--- config.mk ---
export PLATFORM = sky130hd
export DESIGN_NAME = mus_event_stream_parser_unit
export DESIGN_NICKNAME = d
export VERILOG_FILES = /design/src/hdl/mesp_pkg.sv /design/src/hdl/mus_event_stream_parser_unit.sv /design/src/hdl/mesp_in_stage.sv /design/src/hdl/mesp_decode.sv /design/src/hdl/mesp_out_stage.sv
export VERILOG_INCLUDE_DIRS = /design/src /design/src/hdl
export SDC_FILE = /design/constraint.sdc
export NUM_CORES = 1
export LEC_CHECK = 0
export BUFFER_PORTS_ARGS = -buffer_cell sky130_fd_sc_hd__buf_4
export CAP_MARGIN = 0
export CORE_MARGIN = 4
export CORE_UTILIZATION = 40
export CTS_BUF_LIST = sky130_fd_sc_hd__clkbuf_16
export DETAILED_ROUTE_END_ITERATION = 8
export SLEW_MARGIN = 20
export SYNTH_ARGS = -nofsm -noshare
export SYNTH_HDL_FRONTEND = slang
export SYNTH_SLANG_ARGS = --single-unit
--- constraint.sdc ---
create_clock -name clk_i -period 5.1 [get_ports clk_i]
set_clock_uncertainty 0.2 [all_clocks]
set_input_delay 0.255 -clock clk_i [delete_from_list [all_inputs] [get_ports clk_i]]
set_output_delay 0.255 -clock clk_i [all_outputs]
set_load 0.03 [all_outputs]
--- src/hdl/assert_macros.svh ---
// ----------------------------------------------------------------------------
// Assertion macros
// Shared concurrent assertion wrappers, clocked on clk_i, held off in reset.
// ----------------------------------------------------------------------------
`ifndef ASSERT_MACROS_SVH
`define ASSERT_MACROS_SVH

// Plain clocked assertion, disabled while rst_ni is low.
`define ASSERT_CLK(label, prop, msg) \
  label: assert property (@(posedge clk_i) disable iff (!rst_ni) (prop)) else $error(msg);

// Implication form: when the antecedent holds, the consequent holds too.
`define ASSERT_IMPL(label, ante, cons, msg) \
  label: assert property (@(posedge clk_i) disable iff (!rst_ni) (ante) |-> (cons)) \
    else $error(msg);

// Next-cycle form: when the antecedent holds, the consequent holds in the next cycle.
`define ASSERT_NEXT(label, ante, cons, msg) \
  label: assert property (@(posedge clk_i) disable iff (!rst_ni) (ante) |=> (cons)) \
    else $error(msg);

`endif

--- src/hdl/mesp_pkg.sv ---
// ----------------------------------------------------------------------------
// mesp_pkg
// Types and constants of the music event stream parser.
// ----------------------------------------------------------------------------
`timescale 1ns / 1ps
`default_nettype none

package mesp_pkg;

  localparam int unsigned ByteW  = 8;
  localparam int unsigned OffW   = 16;
  localparam int unsigned TdataW = 80;

  // parser phases
  localparam logic [2:0] PH_HEADER = 3'd0;
  localparam logic [2:0] PH_PARAM1 = 3'd1;
  localparam logic [2:0] PH_VOLUME = 3'd2;
  localparam logic [2:0] PH_CVALUE = 3'd3;
  localparam logic [2:0] PH_DELAY  = 3'd4;

  typedef enum logic [2:0] {
    EV_RELEASE    = 3'd0,
    EV_PLAY       = 3'd1,
    EV_BEND       = 3'd2,
    EV_SYSTEM     = 3'd3,
    EV_CONTROLLER = 3'd4,
    EV_MEASURE    = 3'd5,
    EV_FINISH     = 3'd6,
    EV_UNUSED     = 3'd7
  } mesp_event_e;

  localparam logic RK_EVENT = 1'b0;
  localparam logic RK_DELAY = 1'b1;

  typedef struct packed {
    logic            result_kind;
    logic [2:0]      event_kind;
    logic [3:0]      channel_number;
    logic [6:0]      note_number;
    logic [6:0]      volume_level;
    logic            volume_present;
    logic [7:0]      bend_amount;
    logic [6:0]      controller_number;
    logic [6:0]      controller_value;
    logic            group_last;
    logic [OffW-1:0] event_offset;
    logic [OffW-1:0] delay_ticks;
  } mesp_result_t;

endpackage

`default_nettype wire

--- src/hdl/mus_event_stream_parser_unit.sv ---
// ----------------------------------------------------------------------------
// mus_event_stream_parser_unit
// Byte-stream parser for music score events and variable-length delays.
// ----------------------------------------------------------------------------
// Takes one score byte per beat and accepts a byte every clock while the
// output is not stalled. Each byte passes an input register, a single decode
// step against the parser phase, and a result register, which holds the
// result beat of the byte that completes it. Header and first-parameter bytes
// of multi-byte events, and delay continuation bytes, give no beat. Event
// beats carry the offset of their header byte; delay beats carry the delay
// modulo 65536 with all event fields zero. Rate is one byte per cycle.
`timescale 1ns / 1ps
`default_nettype none

module mus_event_stream_parser_unit
  import mesp_pkg::*;
(
  input  wire logic              clk_i,
  input  wire logic              rst_ni,
  input  wire logic              s_axis_tvalid,
  output logic                   s_axis_tready,
  input  wire logic [ByteW-1:0]  s_axis_tdata,  // [7:0] score_byte
  output logic                   m_axis_tvalid,
  input  wire logic              m_axis_tready,
  // [2:0] event_kind, [6:3] channel_number, [13:7] note_number,
  // [20:14] volume_level, [21] volume_present, [29:22] bend_amount,
  // [36:30] controller_number, [43:37] controller_value,
  // [59:44] event_offset, [75:60] delay_ticks, [79:76] zero
  output logic [TdataW-1:0]      m_axis_tdata,
  output logic                   m_axis_tlast,  // group_last
  output logic                   m_axis_tuser   // result_kind
);

  logic             advance;
  logic             in_valid;
  logic [ByteW-1:0] in_byte;
  logic             res_valid;
  mesp_result_t     res;
  mesp_result_t     out_res;

  mesp_in_stage u_in (
    .clk_i      (clk_i),
    .rst_ni     (rst_ni),
    .in_valid_i (s_axis_tvalid),
    .in_ready_o (s_axis_tready),
    .in_byte_i  (s_axis_tdata),
    .advance_i  (advance),
    .valid_o    (in_valid),
    .byte_o     (in_byte)
  );

  mesp_decode u_dec (
    .clk_i       (clk_i),
    .rst_ni      (rst_ni),
    .consume_i   (in_valid && advance),
    .byte_i      (in_byte),
    .res_valid_o (res_valid),
    .res_o       (res)
  );

  mesp_out_stage u_out (
    .clk_i       (clk_i),
    .rst_ni      (rst_ni),
    .src_valid_i (in_valid),
    .res_valid_i (res_valid),
    .res_i       (res),
    .advance_o   (advance),
    .out_valid_o (m_axis_tvalid),
    .out_ready_i (m_axis_tready),
    .out_o       (out_res)
  );

  assign m_axis_tdata = {4'b0000,
                         out_res.delay_ticks,
                         out_res.event_offset,
                         out_res.controller_value,
                         out_res.controller_number,
                         out_res.bend_amount,
                         out_res.volume_present,
                         out_res.volume_level,
                         out_res.note_number,
                         out_res.channel_number,
                         out_res.event_kind};
  assign m_axis_tlast = out_res.group_last;
  assign m_axis_tuser = out_res.result_kind;

endmodule

`default_nettype wire

--- src/hdl/mesp_in_stage.sv ---
// ----------------------------------------------------------------------------
// mesp_in_stage
// Input register for score bytes; refills in the cycle it drains.
// ----------------------------------------------------------------------------
`timescale 1ns / 1ps
`default_nettype none

module mesp_in_stage
  import mesp_pkg::*;
(
  input  wire logic             clk_i,
  input  wire logic             rst_ni,
  input  wire logic             in_valid_i,
  output logic                  in_ready_o,
  input  wire logic [ByteW-1:0] in_byte_i,
  input  wire logic             advance_i,
  output logic                  valid_o,
  output logic [ByteW-1:0]      byte_o
);

  logic             valid_q, valid_d;
  logic [ByteW-1:0] byte_q;

  assign in_ready_o = !valid_q || advance_i;
  assign valid_d    = in_ready_o ? in_valid_i : valid_q;

  always_ff @(posedge clk_i or negedge rst_ni) begin
    if (!rst_ni) begin
      valid_q <= 1'b0;
    end else begin
      valid_q <= valid_d;
    end
  end

  always_ff @(posedge clk_i) begin
    if (in_ready_o && in_valid_i) begin
      byte_q <= in_byte_i;
    end
  end

  assign valid_o = valid_q;
  assign byte_o  = byte_q;

endmodule

`default_nettype wire

--- src/hdl/mesp_decode.sv ---
// ----------------------------------------------------------------------------
// mesp_decode
// Parser state and per-byte decode of event headers, parameters and delays.
// ----------------------------------------------------------------------------
`timescale 1ns / 1ps
`default_nettype none
`include "assert_macros.svh"

module mesp_decode
  import mesp_pkg::*;
(
  input  wire logic             clk_i,
  input  wire logic             rst_ni,
  input  wire logic             consume_i,
  input  wire logic [ByteW-1:0] byte_i,
  output logic                  res_valid_o,
  output mesp_result_t          res_o
);

  logic [2:0]      phase_q, phase_d;
  logic [2:0]      kind_q, kind_d;
  logic [3:0]      chan_q, chan_d;
  logic            last_q, last_d;
  logic [6:0]      param_q, param_d;
  logic [OffW-1:0] acc_q, acc_d;
  logic [OffW-1:0] boff_q, boff_d;
  logic [OffW-1:0] hoff_q, hoff_d;

  logic [6:0]      low7;
  logic [OffW-1:0] acc_next;
  logic            emit;
  logic            emit_delay;
  logic [2:0]      ev_kind;
  logic [3:0]      ev_chan;
  logic            ev_last;
  logic [OffW-1:0] ev_off;
  logic [6:0]      p_note, p_vol, p_cnum, p_cval;
  logic            p_volp;
  logic [7:0]      p_bend;

  assign low7     = byte_i[6:0];
  assign acc_next = {acc_q[OffW-8:0], low7};

  always_comb begin
    phase_d    = phase_q;
    kind_d     = kind_q;
    chan_d     = chan_q;
    last_d     = last_q;
    param_d    = param_q;
    acc_d      = acc_q;
    boff_d     = boff_q + OffW'(1);
    hoff_d     = hoff_q;
    emit       = 1'b0;
    emit_delay = 1'b0;
    ev_kind    = kind_q;
    ev_chan    = chan_q;
    ev_last    = last_q;
    ev_off     = hoff_q;
    p_note     = '0;
    p_vol      = '0;
    p_volp     = 1'b0;
    p_bend     = '0;
    p_cnum     = '0;
    p_cval     = '0;

    unique case (phase_q)
      PH_PARAM1: begin
        case (kind_q)
          EV_RELEASE: begin
            emit   = 1'b1;
            p_note = low7;
          end
          EV_PLAY: begin
            if (byte_i[7]) begin
              param_d = low7;
              phase_d = PH_VOLUME;
            end else begin
              emit   = 1'b1;
              p_note = low7;
            end
          end
          EV_BEND: begin
            emit   = 1'b1;
            p_bend = byte_i;
          end
          EV_SYSTEM: begin
            emit   = 1'b1;
            p_cnum = low7;
          end
          EV_CONTROLLER: begin
            param_d = low7;
            phase_d = PH_CVALUE;
          end
          default: begin
            emit = 1'b1;
          end
        endcase
      end
      PH_VOLUME: begin
        emit   = 1'b1;
        p_note = param_q;
        p_vol  = low7;
        p_volp = 1'b1;
      end
      PH_CVALUE: begin
        emit   = 1'b1;
        p_cnum = param_q;
        p_cval = low7;
      end
      PH_DELAY: begin
        // 7 bits a byte, msb set means more bytes follow
        if (byte_i[7]) begin
          acc_d = acc_next;
        end else begin
          emit_delay = 1'b1;
          acc_d      = '0;
          phase_d    = PH_HEADER;
        end
      end
      default: begin
        hoff_d  = boff_q;
        last_d  = byte_i[7];
        kind_d  = byte_i[6:4];
        chan_d  = byte_i[3:0];
        ev_kind = byte_i[6:4];
        ev_chan = byte_i[3:0];
        ev_last = byte_i[7];
        ev_off  = boff_q;
        if (byte_i[6:4] <= EV_CONTROLLER) begin
          phase_d = PH_PARAM1;
        end else begin
          emit = 1'b1;
        end
      end
    endcase

    if (emit) begin
      if (ev_last) begin
        acc_d   = '0;
        phase_d = PH_DELAY;
      end else begin
        phase_d = PH_HEADER;
      end
    end
  end

  always_comb begin
    res_o = '0;
    if (emit_delay) begin
      res_o.result_kind = RK_DELAY;
      res_o.delay_ticks = acc_next;
    end else begin
      res_o.result_kind       = RK_EVENT;
      res_o.event_kind        = ev_kind;
      res_o.channel_number    = ev_chan;
      res_o.note_number       = p_note;
      res_o.volume_level      = p_vol;
      res_o.volume_present    = p_volp;
      res_o.bend_amount       = p_bend;
      res_o.controller_number = p_cnum;
      res_o.controller_value  = p_cval;
      res_o.group_last        = ev_last;
      res_o.event_offset      = ev_off;
    end
  end

  assign res_valid_o = emit || emit_delay;

  always_ff @(posedge clk_i or negedge rst_ni) begin
    if (!rst_ni) begin
      phase_q <= PH_HEADER;
      kind_q  <= '0;
      chan_q  <= '0;
      last_q  <= 1'b0;
      param_q <= '0;
      acc_q   <= '0;
      boff_q  <= '0;
      hoff_q  <= '0;
    end else if (consume_i) begin
      phase_q <= phase_d;
      kind_q  <= kind_d;
      chan_q  <= chan_d;
      last_q  <= last_d;
      param_q <= param_d;
      acc_q   <= acc_d;
      boff_q  <= boff_d;
      hoff_q  <= hoff_d;
    end
  end

  `ASSERT_IMPL(a_delay_from_delay_phase, res_valid_o && res_o.result_kind == RK_DELAY,
    phase_q == PH_DELAY, "delay result outside delay phase")
  `ASSERT_NEXT(a_offset_counts, consume_i, boff_q == $past(boff_q) + OffW'(1),
    "byte offset did not advance on consumed byte")
  `ASSERT_IMPL(a_delay_fields_clear, res_valid_o && res_o.result_kind == RK_DELAY,
    res_o.event_offset == '0 && !res_o.group_last && res_o.event_kind == '0,
    "delay result carries event fields")
  `ASSERT_NEXT(a_last_enters_delay, consume_i && res_valid_o && res_o.result_kind == RK_EVENT
    && res_o.group_last, phase_q == PH_DELAY && acc_q == '0,
    "group end did not start a cleared delay")

endmodule

`default_nettype wire

--- src/hdl/mesp_out_stage.sv ---
// ----------------------------------------------------------------------------
// mesp_out_stage
// Result register toward the output stream.
// ----------------------------------------------------------------------------
`timescale 1ns / 1ps
`default_nettype none

module mesp_out_stage
  import mesp_pkg::*;
(
  input  wire logic         clk_i,
  input  wire logic         rst_ni,
  input  wire logic         src_valid_i,
  input  wire logic         res_valid_i,
  input  wire mesp_result_t res_i,
  output logic              advance_o,
  output logic              out_valid_o,
  input  wire logic         out_ready_i,
  output mesp_result_t      out_o
);

  logic         valid_q, valid_d;
  mesp_result_t res_q;

  // stage moves when empty or the beat is taken
  assign advance_o = !valid_q || out_ready_i;
  assign valid_d   = advance_o ? (src_valid_i && res_valid_i) : valid_q;

  always_ff @(posedge clk_i or negedge rst_ni) begin
    if (!rst_ni) begin
      valid_q <= 1'b0;
    end else begin
      valid_q <= valid_d;
    end
  end

  always_ff @(posedge clk_i) begin
    if (advance_o) begin
      res_q <= res_i;
    end
  end

  assign out_valid_o = valid_q;
  assign out_o       = res_q;

endmodule

`default_nettype wire
==> run_results.csv, run 1 <==
group,metric,value,unit
detailed_routing,dr.pass1.iters,4,
critical_path,worst_ep_arrival_time,3.03,ns
detailed_routing,routed_wl,13.1,mm
detailed_routing,drc,0,
clock_network,cts_sinks,147,
floorplanning,dieArea,0.0174,mm^2
global_route,grt_max_degree,82,
clock_network,clk_pin_slew,0.05,ns
yosys,synth_edf_count,86,
floorplanning,start_util,0.407,
detailed_routing,route.antenna.remaining_nets,0,
detailed_routing,vias,3899,
place,post_dp_cell_area,0.00693,mm^2
flow_run,cap_violations,0,
critical_path,r2r-end,"u_dec.chan_q[0]",
yosys,syn_area,0.00616,mm^2
critical_path,worst-setup-path-type,"reg2reg",
sta,tightest_slew,1.01,ns
yosys,yosys_warnings,0,
clock_network,tritoncts,"yes",
yosys,yosys.area.top_type,"edfxtp_1",
pwr,pwr_density_cell,644,mW/mm^2
yosys,synth_flop_cell,"edfxtp_1",
floorplanning,fp.dieH,132,um
yosys,muxShareOfSynthArea,0.0512,
yosys,syn_inst,457,
yosys,synthTopCellsByArea,"edfxtp_1 (42%), dfrtp_1 (25%), nand2_1 (3.4%)",
place,io_buffer_count,91,
yosys,synth_compound_area_frac,0.0807,
detailed_routing,viasPerCell,5.20,
final_layout,final_area,0.00756,mm^2
critical_path,cp-startpoint,"u_dec.phase_q[1]",
sta,rsz0062_at_grt,"no",
critical_path,path_max_fanout,25,
yosys,synth_fa_ha_area_frac,0.00203,
sta,setup-tns-final,0,ns
clock_network,cts-root-buf,"clkbuf_16",
critical_path,startpoint_type,"flop",
floorplanning,ioPinCount,96,
yosys,ys_types,55,
yosys,synthXorXnorAreaFrac,0.0299,
sta,setup_viol,0,
sta,fmax,340,MHz
sta,timing.final.crit_share,0.576,
sta,hold_viol_final,0,
pwr,power.leakage,3.30,nW
clock_network,cts_made_buffers,17,
yosys,synth_top_family_by_area,"simple AND/OR/NAND/NOR gates",
floorplanning,num_rows,45,
global_route,antenna_found_initial,0,
floorplanning,dieWidth,132,um
final_layout,area_growth,22.7,%
clock_network,h-tree-depth,4,
global_route,grt_util_all_layers,0.153,
pwr,vdd_drop_max,414,uV
yosys,synth.most_common_cell,"edfxtp_1",
critical_path,worstSetupEndpointType,"flop",
place,place_hpwl,8.20,mm
yosys,syn_area_per_cell,13.5,um^2
yosys,synthSimpleGateAreaFrac,0.135,
final_layout,diodes,0,
sta,period_minus_slack,2.94,ns
sta,holdWs,0.276,ns
clock_network,clk_path_buf_depth,2,
final_layout,finalNetCount,562,
outcome,status,"finished, final reports clean",
critical_path,r2r_setup_slack,2.16,ns
yosys,yosys-top-cells-count,"edfxtp_1 (86), dfrtp_1 (61), nand2_1 (56)",
sta,slew_violations,0,
yosys,ys_ff_latch,147,
floorplanning,core_area,0.0151,mm^2
yosys,yosysTopAreaCellShare,0.419,
global_route,grt_pass1_wl,21.0,mm
place,routabilityCongestion,0.810,
place,place_ws,2.15,ns
pwr,total_power,4.87,mW
clock_network,post_cts_buffers,0,
global_route,overflow,0,
critical_path,rr_startpoint,"u_dec.phase_q[1]",
sta,maxSlewHeadroom,0.327,
clock_network,clock_latency,0.42,ns
global_route,grt_pass1_vias,3987,
critical_path,r2r_cells,4,
hold_path,hold_path.class,"in2async",
yosys,async_reset_ff_frac,0.415,
yosys,synth-seq-area-share,0.667,
final_layout,drive_above_1_share,0.253,
critical_path,crit_required,5.19,ns
detailed_routing,dr.first_iter.drc_count,242,
sta,fin_ws,2.16,ns
detailed_routing,wl_per_cell,17.5,um
final_layout,fill_cells,1367,
==> critical path, cell delays in order (launching register included) <==
cell     delay [ns]
dfrtp_1        0.82
nor2_8         0.12
xnor2_4        0.62
nand2_2        0.55
mux2_1         0.47
==> stage by stage <==
stage | cells | util
floorplan | 460 | -
global placement | 707 | 0.458
detailed placement | 707 | 0.458
CTS | 750 | 0.499
global route | 750 | 0.499
finish | 750 | 0.499
==> where the power goes <==
group / leakage [nW] / switching [mW] / total [mW] / internal [mW]
Sequential: 1.71 / 0.282 / 2.02 / 1.74
Combinational: 1.31 / 1.11 / 1.76 / 0.651
Clock: 0.277 / 0.436 / 1.08 / 0.647
Total: 3.30 / 1.83 / 4.87 / 3.04
==> how the worst max path moves through the flow <==
stage | endpoint | slack [ns]
after floorplan | u_dec.param_q[0] | 1.24
after global placement | u_dec.hoff_q[9] | 2.25
after detailed placement | u_dec.param_q[5] | 2.15
after CTS | u_dec.param_q[5] | 2.12
after global routing | u_dec.param_q[1] | 1.93
final | u_dec.chan_q[0] | 2.16
==> layout by cell type, fill, tap and decap left out, types with 10 or more instances in the layout <==
cell type,netlist,layout
o21ai_0,12,12
and2_1,33,33
mux2_2,11,11
a22o_1,24,24
mux2_1,17,17
dlygate4sd3_1,0,11
nand2_1,56,56
edfxtp_1,86,86
clkbuf_16,0,17
dfrtp_1,61,61
a21oi_1,26,26
buf_4,8,94
inv_1,5,10
==> sequential cells by signal (all words and copies together), names as in the netlist <==
name and flops:
u_dec.acc_q 9, u_dec.boff_q 16, u_dec.chan_q 4, u_dec.hoff_q 16
u_dec.kind_q 3, u_dec.last_q 1, u_dec.param_q 7, u_dec.phase_q 3
u_in.byte_o 8, u_in.valid_o 1, u_out.out_o 78, u_out.out_valid_o 1
==> metal layers <==
| metal | GRT usage | vias up | wire length, um |
|---|---|---|---|
| met5 | 0 | - | 0 |
| met4 | 0.0648 | 0 | 289 |
| met3 | 0.0427 | 28 | 676 |
| met2 | 0.237 | 127 | 6100 |
| met1 | 0.203 | 1915 | 6040 |
| li1 | - | 1829 | - |
==> what timing repair did <==
item | CTS | global route
hold endpoints to repair | 70 | 0
gates resized for setup | 0 | 0
hold buffers | 11 | 0
endpoints found under the setup margin | 0 | 0
==> final cells by class <==
| cell class | count | area [um^2] | share of cell area |
|---|---|---|---|
| Sequential cell | 147 | 4110 | 0.544 |
| Multi-Input combinational cell | 272 | 1860 | 0.246 |
| Timing Repair Buffer | 105 | 816 | 0.108 |
| Clock buffer | 17 | 425 | 0.0563 |
| Tap cell | 188 | 235 | 0.0311 |
| Clock inverter | 15 | 87.6 | 0.0116 |
| Inverter | 6 | 23.8 | 0.00315 |
==> cells by family (layout without fill, tap and decap cells) <==
kind of cell | after synthesis | count (layout)
multiplexers | 28 | 28
adder cells (fa/ha/maj) | 1 | 1
AND/OR/NAND/NOR | 148 | 148
flip-flops | 147 | 147
other | 1 | 4
buffers and inverters | 41 | 143
XOR/XNOR | 18 | 18
AO/OA/AOI/OAI | 73 | 73
(Power assumes the default switching activity.)
==> run 2: changes to the inputs <==
==> constraint.sdc (replaced) <==
create_clock -name clk_i -period 2.35 [get_ports clk_i]
set_clock_uncertainty 0.2 [all_clocks]
set_input_delay 0.1175 -clock clk_i [delete_from_list [all_inputs] [get_ports clk_i]]
set_output_delay 0.1175 -clock clk_i [all_outputs]
set_load 0.03 [all_outputs]
==> run 2 against run 1 <==
Setup slack worse by 1.9 ns; largest power group unchanged; sequential share of layout area is 2.0 points lower; final cell count up 1.7%; core utilization grew 1.9 points.
==> run_results.csv, run 2 (synthesized netlist as in run 1, its figures left out) <==
group,metric,value,unit
outcome,status,"finished, final reports clean",
critical_path,worstSetupEndpointType,"flop",
floorplanning,fp.dieH,132,um
floorplanning,ioPinCount,96,
place,io_buffer_count,91,
critical_path,worst-setup-path-type,"reg2reg",
floorplanning,start_util,0.407,
final_layout,layout_common_cells,"buf_4 (105), edfxtp_1 (86), dfrtp_1 (60), nand2_1 (56), and2_1 (32)",
floorplanning,dieArea,0.0174,mm^2
clock_network,clk_path_buf_depth,2,
clock_network,tritoncts,"yes",
critical_path,startpoint_type,"flop",
sta,setup_viol,0,
clock_network,clk_pin_slew,0.06,ns
global_route,grt_util_all_layers,0.158,
pwr,vdd_drop_max,590,uV
critical_path,worst_ep_arrival_time,2.15,ns
detailed_routing,viasPerCell,5.06,
sta,timing.final.crit_share,0.877,
global_route,grt_pass1_wl,21.6,mm
pwr,pwr_density_cell,1430,mW/mm^2
final_layout,drive_above_1_share,0.310,
sta,rsz0062_at_grt,"no",
detailed_routing,route.antenna.remaining_nets,0,
detailed_routing,dr.first_iter.drc_count,166,
floorplanning,dieWidth,132,um
sta,setup-tns-final,0,ns
sta,fin_ws,0.288,ns
sta,maxSlewHeadroom,0.416,
hold_path,hold_path.class,"in2reg",
detailed_routing,dr.pass1.iters,4,
critical_path,path_max_fanout,19,
sta,holdWs,0.0912,ns
detailed_routing,wl_per_cell,17.3,um
critical_path,crit_path_end,"u_out.out_o[63]",
pwr,total_power,11.2,mW
critical_path,crit_required,2.44,ns
pwr,power.leakage,3.43,nW
clock_network,clock_latency,0.42,ns
sta,fmax,485,MHz
critical_path,r2r_cells,4,
place,place_ws,0.290,ns
final_layout,instances_no_fill,763,
final_layout,diodes,0,
detailed_routing,vias,3857,
detailed_routing,drc,0,
sta,slew_violations,0,
sta,period_minus_slack,2.06,ns
final_layout,area_growth,27.4,%
global_route,antenna_found_initial,0,
sta,tightest_slew,0.871,ns
global_route,grt_max_degree,71,
global_route,grt_pass1_vias,3909,
place,place_hpwl,8.45,mm
clock_network,h-tree-depth,4,
flow_run,cap_violations,0,
detailed_routing,routed_wl,13.2,mm
clock_network,post_cts_buffers,0,
floorplanning,core_area,0.0151,mm^2
final_layout,finalNetCount,575,
global_route,overflow,0,
final_layout,final_common_cell,"buf_4",
clock_network,cts-root-buf,"clkbuf_16",
clock_network,cts_made_buffers,17,
critical_path,r2r-end,"u_out.out_o[63]",
place,routabilityCongestion,0.866,
final_layout,fill_cells,1295,
critical_path,cp-startpoint,"u_dec.phase_q[1]",
final_layout,largest_register_ffs,78,
critical_path,r2r_setup_slack,0.29,ns
critical_path,rr_startpoint,"u_dec.phase_q[1]",
sta,hold_viol_final,0,
clock_network,cts_sinks,147,
floorplanning,num_rows,45,
place,dp.cells,720,
run 2: cell types whose count changed in the layout (fill, tap and decap cells not counted), moves of 2 or more:
cell        previous run  this run
buf_12                 0         2
clkinv_1               4         1
inv_1                 10         4
mux2_1                17         6
clkinvlp_4             0         4
bufinv_16              1         3
inv_4                  0         2
buf_4                 94       105
mux2_4                 0        11
run 2: routing by layer:
metal	wire, um	share of wire	GRT usage	up-vias
met5	0	0	0	-
met2	6310	0.48	0.246	103
met3	656	0.050	0.0447	17
met4	196	0.015	0.0613	0
li1	-	-	-	1848
met1	6070	0.46	0.210	1889
run 2: through the flow:
stage | util | instance area [um^2]
after global routing | 0.518 | 7840
after CTS | 0.518 | 7840
after detailed placement | 0.470 | 7120
after floorplan | - | 6260
after global placement | 0.470 | 7120
final | 0.518 | 7840
run 2: worst max-delay path, stage by stage (launching register included):
cell	delay, ns
dfrtp_1	0.43
buf_4	0.23
nor4b_1	0.44
and2_0	0.43
a22o_1	0.20
run 2: cell type report:
cell class	instances	area, um^2	area share
sequential	147	4110	0.524
multi-input combinational	272	1920	0.245
timing repair buffer	118	938	0.120
clock buffer	18	450	0.0574
tap	188	235	0.0300
clock inverter	14	158	0.0201
inverter	6	26.3	0.00335
run 2: worst min path at each step:
stage	slack (ns)	end	startpoint	cells after the start
floorplan	-0.38	u_dec.acc_q[0]	rst_ni	0
global placement	0.05	u_dec.hoff_q[11]	rst_ni	1
detailed placement	0.06	u_dec.hoff_q[7]	rst_ni	1
CTS	0.08	u_out.out_o[24]	m_axis_tready	4
global route	0.11	u_out.out_o[24]	m_axis_tready	4
finish	0.09	u_out.out_o[22]	m_axis_tready	4
run 2: what timing repair did:
action	in CTS	in global routing
hold endpoints to repair	70	0
hold buffers	11	0
resized for setup	0	0
run 2: report_power, final:
group	switching (mW)	total (mW)	internal [mW]	leakage [nW]
Combinational	2.56	4.18	1.62	1.42
Sequential	0.521	4.29	3.77	1.71
Clock	1.03	2.75	1.72	0.295
Total	4.11	11.2	7.12	3.43
==> run 3: changes to the inputs <==
--- a/config.mk
+++ b/config.mk
@@ -12,6 +12,8 @@
 export CORE_UTILIZATION = 40
 export CTS_BUF_LIST = sky130_fd_sc_hd__clkbuf_16
 export DETAILED_ROUTE_END_ITERATION = 8
+export PLACE_DENSITY = 0.63
+export SETUP_SLACK_MARGIN = 0.4
 export SLEW_MARGIN = 20
 export SYNTH_ARGS = -nofsm -noshare
 export SYNTH_HDL_FRONTEND = slang
==> run 3 against run 2 <==
Sequential power is 0.9% higher; critical path depth unchanged; combinational power rose by 13%.
==> run_results.csv, run 3 (synthesized netlist as in run 1, its figures left out) <==
group,metric,value,unit
final_layout,drive_above_1_share,0.358,
place,place_ws,0.311,ns
critical_path,path_max_fanout,9,
pwr,power.share.sequential,0.371,
detailed_routing,wl_per_cell,17.4,um
critical_path,crit_buf_inv,0,
detailed_routing,wl_met1,6.19,mm
global_route,antenna_found_initial,0,
clock_network,clk_path_buf_depth,2,
flow_run,cap_violations,0,
hold_path,hold_path.class,"in2async",
global_route,grt_pass1_wl,22.1,mm
floorplanning,dieWidth,132,um
detailed_routing,dr.first_iter.drc_count,287,
floorplanning,core_area,0.0151,mm^2
critical_path,crit_required,2.45,ns
final_layout,fill_cells,1261,
place,io_buffer_count,91,
critical_path,path_cells,"or3b_1 > a311oi_2 > a2111oi_4 > a22o_1",
outcome,status,"finished, final reports clean",
detailed_routing,dr.pass1.iters,4,
pwr,power.leakage,3.56,nW
clock_network,clk_pin_slew,0.06,ns
detailed_routing,routed_wl,13.6,mm
place,post_dp_cell_area,0.00712,mm^2
place,routabilityCongestion,0.825,
critical_path,worst-setup-path-type,"reg2reg",
place,dp.cells,721,
detailed_routing,drc,0,
critical_path,worstSetupEndpointType,"flop",
clock_network,clock_latency,0.42,ns
final_layout,area_growth,33.0,%
floorplanning,dieArea,0.0174,mm^2
critical_path,worst_ep_arrival_time,2.01,ns
clock_network,cts_made_buffers,17,
clock_network,cts_sinks,147,
final_layout,final_area,0.00819,mm^2
global_route,overflow,0,
critical_path,cpMaxStageDelayCell,"dfrtp_1",
floorplanning,start_util,0.407,
sta,fmax,524,MHz
global_route,grt_max_degree,62,
clock_network,tritoncts,"yes",
critical_path,cpLargestDelayFamily,"compound AO/OA/AOI/OAI gates",
critical_path,startpoint_type,"flop",
clock_network,cts-root-buf,"clkbuf_16",
final_layout,final_common_cell,"buf_4",
pwr,swShare,0.372,
critical_path,r2r_setup_slack,0.44,ns
detailed_routing,viasPerCell,5.05,
sta,timing.final.crit_share,0.812,
floorplanning,num_rows,45,
floorplanning,ioPinCount,96,
pwr,vdd_drop_max,883,uV
sta,setup_viol,0,
detailed_routing,wl_met3,658,um
floorplanning,fp.dieH,132,um
final_layout,finalNetCount,597,
detailed_routing,route.antenna.remaining_nets,0,
pwr,pwr_density_cell,1420,mW/mm^2
detailed_routing,vias,3967,
final_layout,largest_register_ffs,78,
sta,maxSlewHeadroom,0.479,
pwr,comb_power_share,0.407,
final_layout,instances_no_fill,785,
sta,fin_ws,0.443,ns
detailed_routing,routed.top_layer,"met4",
sta,slew_violations,0,
place,place_hpwl,8.63,mm
detailed_routing,met2WireLength,6.60,mm
pwr,p_sw,4.33,mW
sta,hold_viol_final,0,
critical_path,cp_slowest_stage_delay,0.48,ns
final_layout,layout_common_cells,"buf_4 (116), edfxtp_1 (86), nand2_1 (56), dfrtp_1 (56), and2_1 (32)",
sta,tightest_slew,0.781,ns
global_route,grt_util_all_layers,0.161,
global_route,grt_pass1_vias,4052,
sta,rsz0062_at_grt,"yes",
sta,period_minus_slack,1.91,ns
final_layout,diodes,0,
clock_network,h-tree-depth,4,
pwr,pwr-share-clk,0.221,
pwr,internal_power,7.32,mW
[run 3: cell count changes in the layout (fill, tap and decap cells not counted), moves of 3 or more]
cell | before | now
buf_6 | 0 | 4
dfrtp_2 | 1 | 5
clkinvlp_4 | 4 | 7
buf_4 | 105 | 116
buf_12 | 2 | 5
mux2_4 | 11 | 17
mux2_2 | 11 | 5
dfrtp_1 | 60 | 56
[run 3: worst paths after layout]
check / from / to / cells past startpoint
setup / recovery: u_dec.kind_q[1] / u_dec.phase_q[2] / 4
hold / removal: rst_ni / u_dec.hoff_q[9] / 2
setup reg to reg: u_dec.kind_q[1] / u_dec.phase_q[2] / 4
min in group clk_i: m_axis_tready / u_dec.boff_q[1] / 6
hold reg to reg: u_dec.acc_q[3] / u_dec.acc_q[3] / 1
max in group asynchronous: rst_ni / u_dec.phase_q[2] / 2
[run 3: power by group through the flow]
stage | clock, mW | sequential, mW | combinational (mW)
floorplan | 0 | 5.16 | 2.00
global placement | 0 | 4.31 | 4.14
detailed placement | 0 | 4.34 | 4.20
CTS | 2.64 | 4.32 | 4.49
global route | 2.76 | 4.42 | 5.07
finish | 2.58 | 4.33 | 4.74
[run 3: repair_timing]
item | in CTS | in global routing
endpoints found under the setup margin | 52 | 61
setup buffers | 2 | 16
cloned | 2 | 1
hold buffers | 11 | 0
pin swaps | 6 | 4
hold endpoints to repair | 70 | 0
gates resized for setup | 18 | 22
[run 3: per-stage QoR]
stage / util / power [mW] / hold WS [ns] / TNS, ns
6_report: 0.541 / 11.6 / 0.117 / 0
3_3_place_gp: 0.470 / 8.46 / 0.0547 / 0
3_5_place_dp: 0.470 / 8.54 / 0.0542 / 0
4_1_cts: 0.523 / 11.5 / 0.139 / 0
2_1_floorplan: - / 7.16 / -0.378 / -34.68
5_1_grt: 0.541 / 12.3 / 0.195 / 0
[run 3: final cells by class]
class	instances	area [um^2]	share of cell area
Clock buffer	17	425	0.0520
Multi-Input combinational cell	274	2080	0.254
Clock inverter	15	140	0.0171
Inverter	6	26.3	0.00321
Tap cell	188	235	0.0287
Timing Repair Buffer	138	1170	0.142
Sequential cell	147	4120	0.503
[run 3: per-layer routing]
layer  global-route usage  vias to the layer above
met4               0.0595                        0
met2                0.249                      109
li1                     -                     1896
met5                    0                        -
met1                0.214                     1945
met3               0.0519                       17
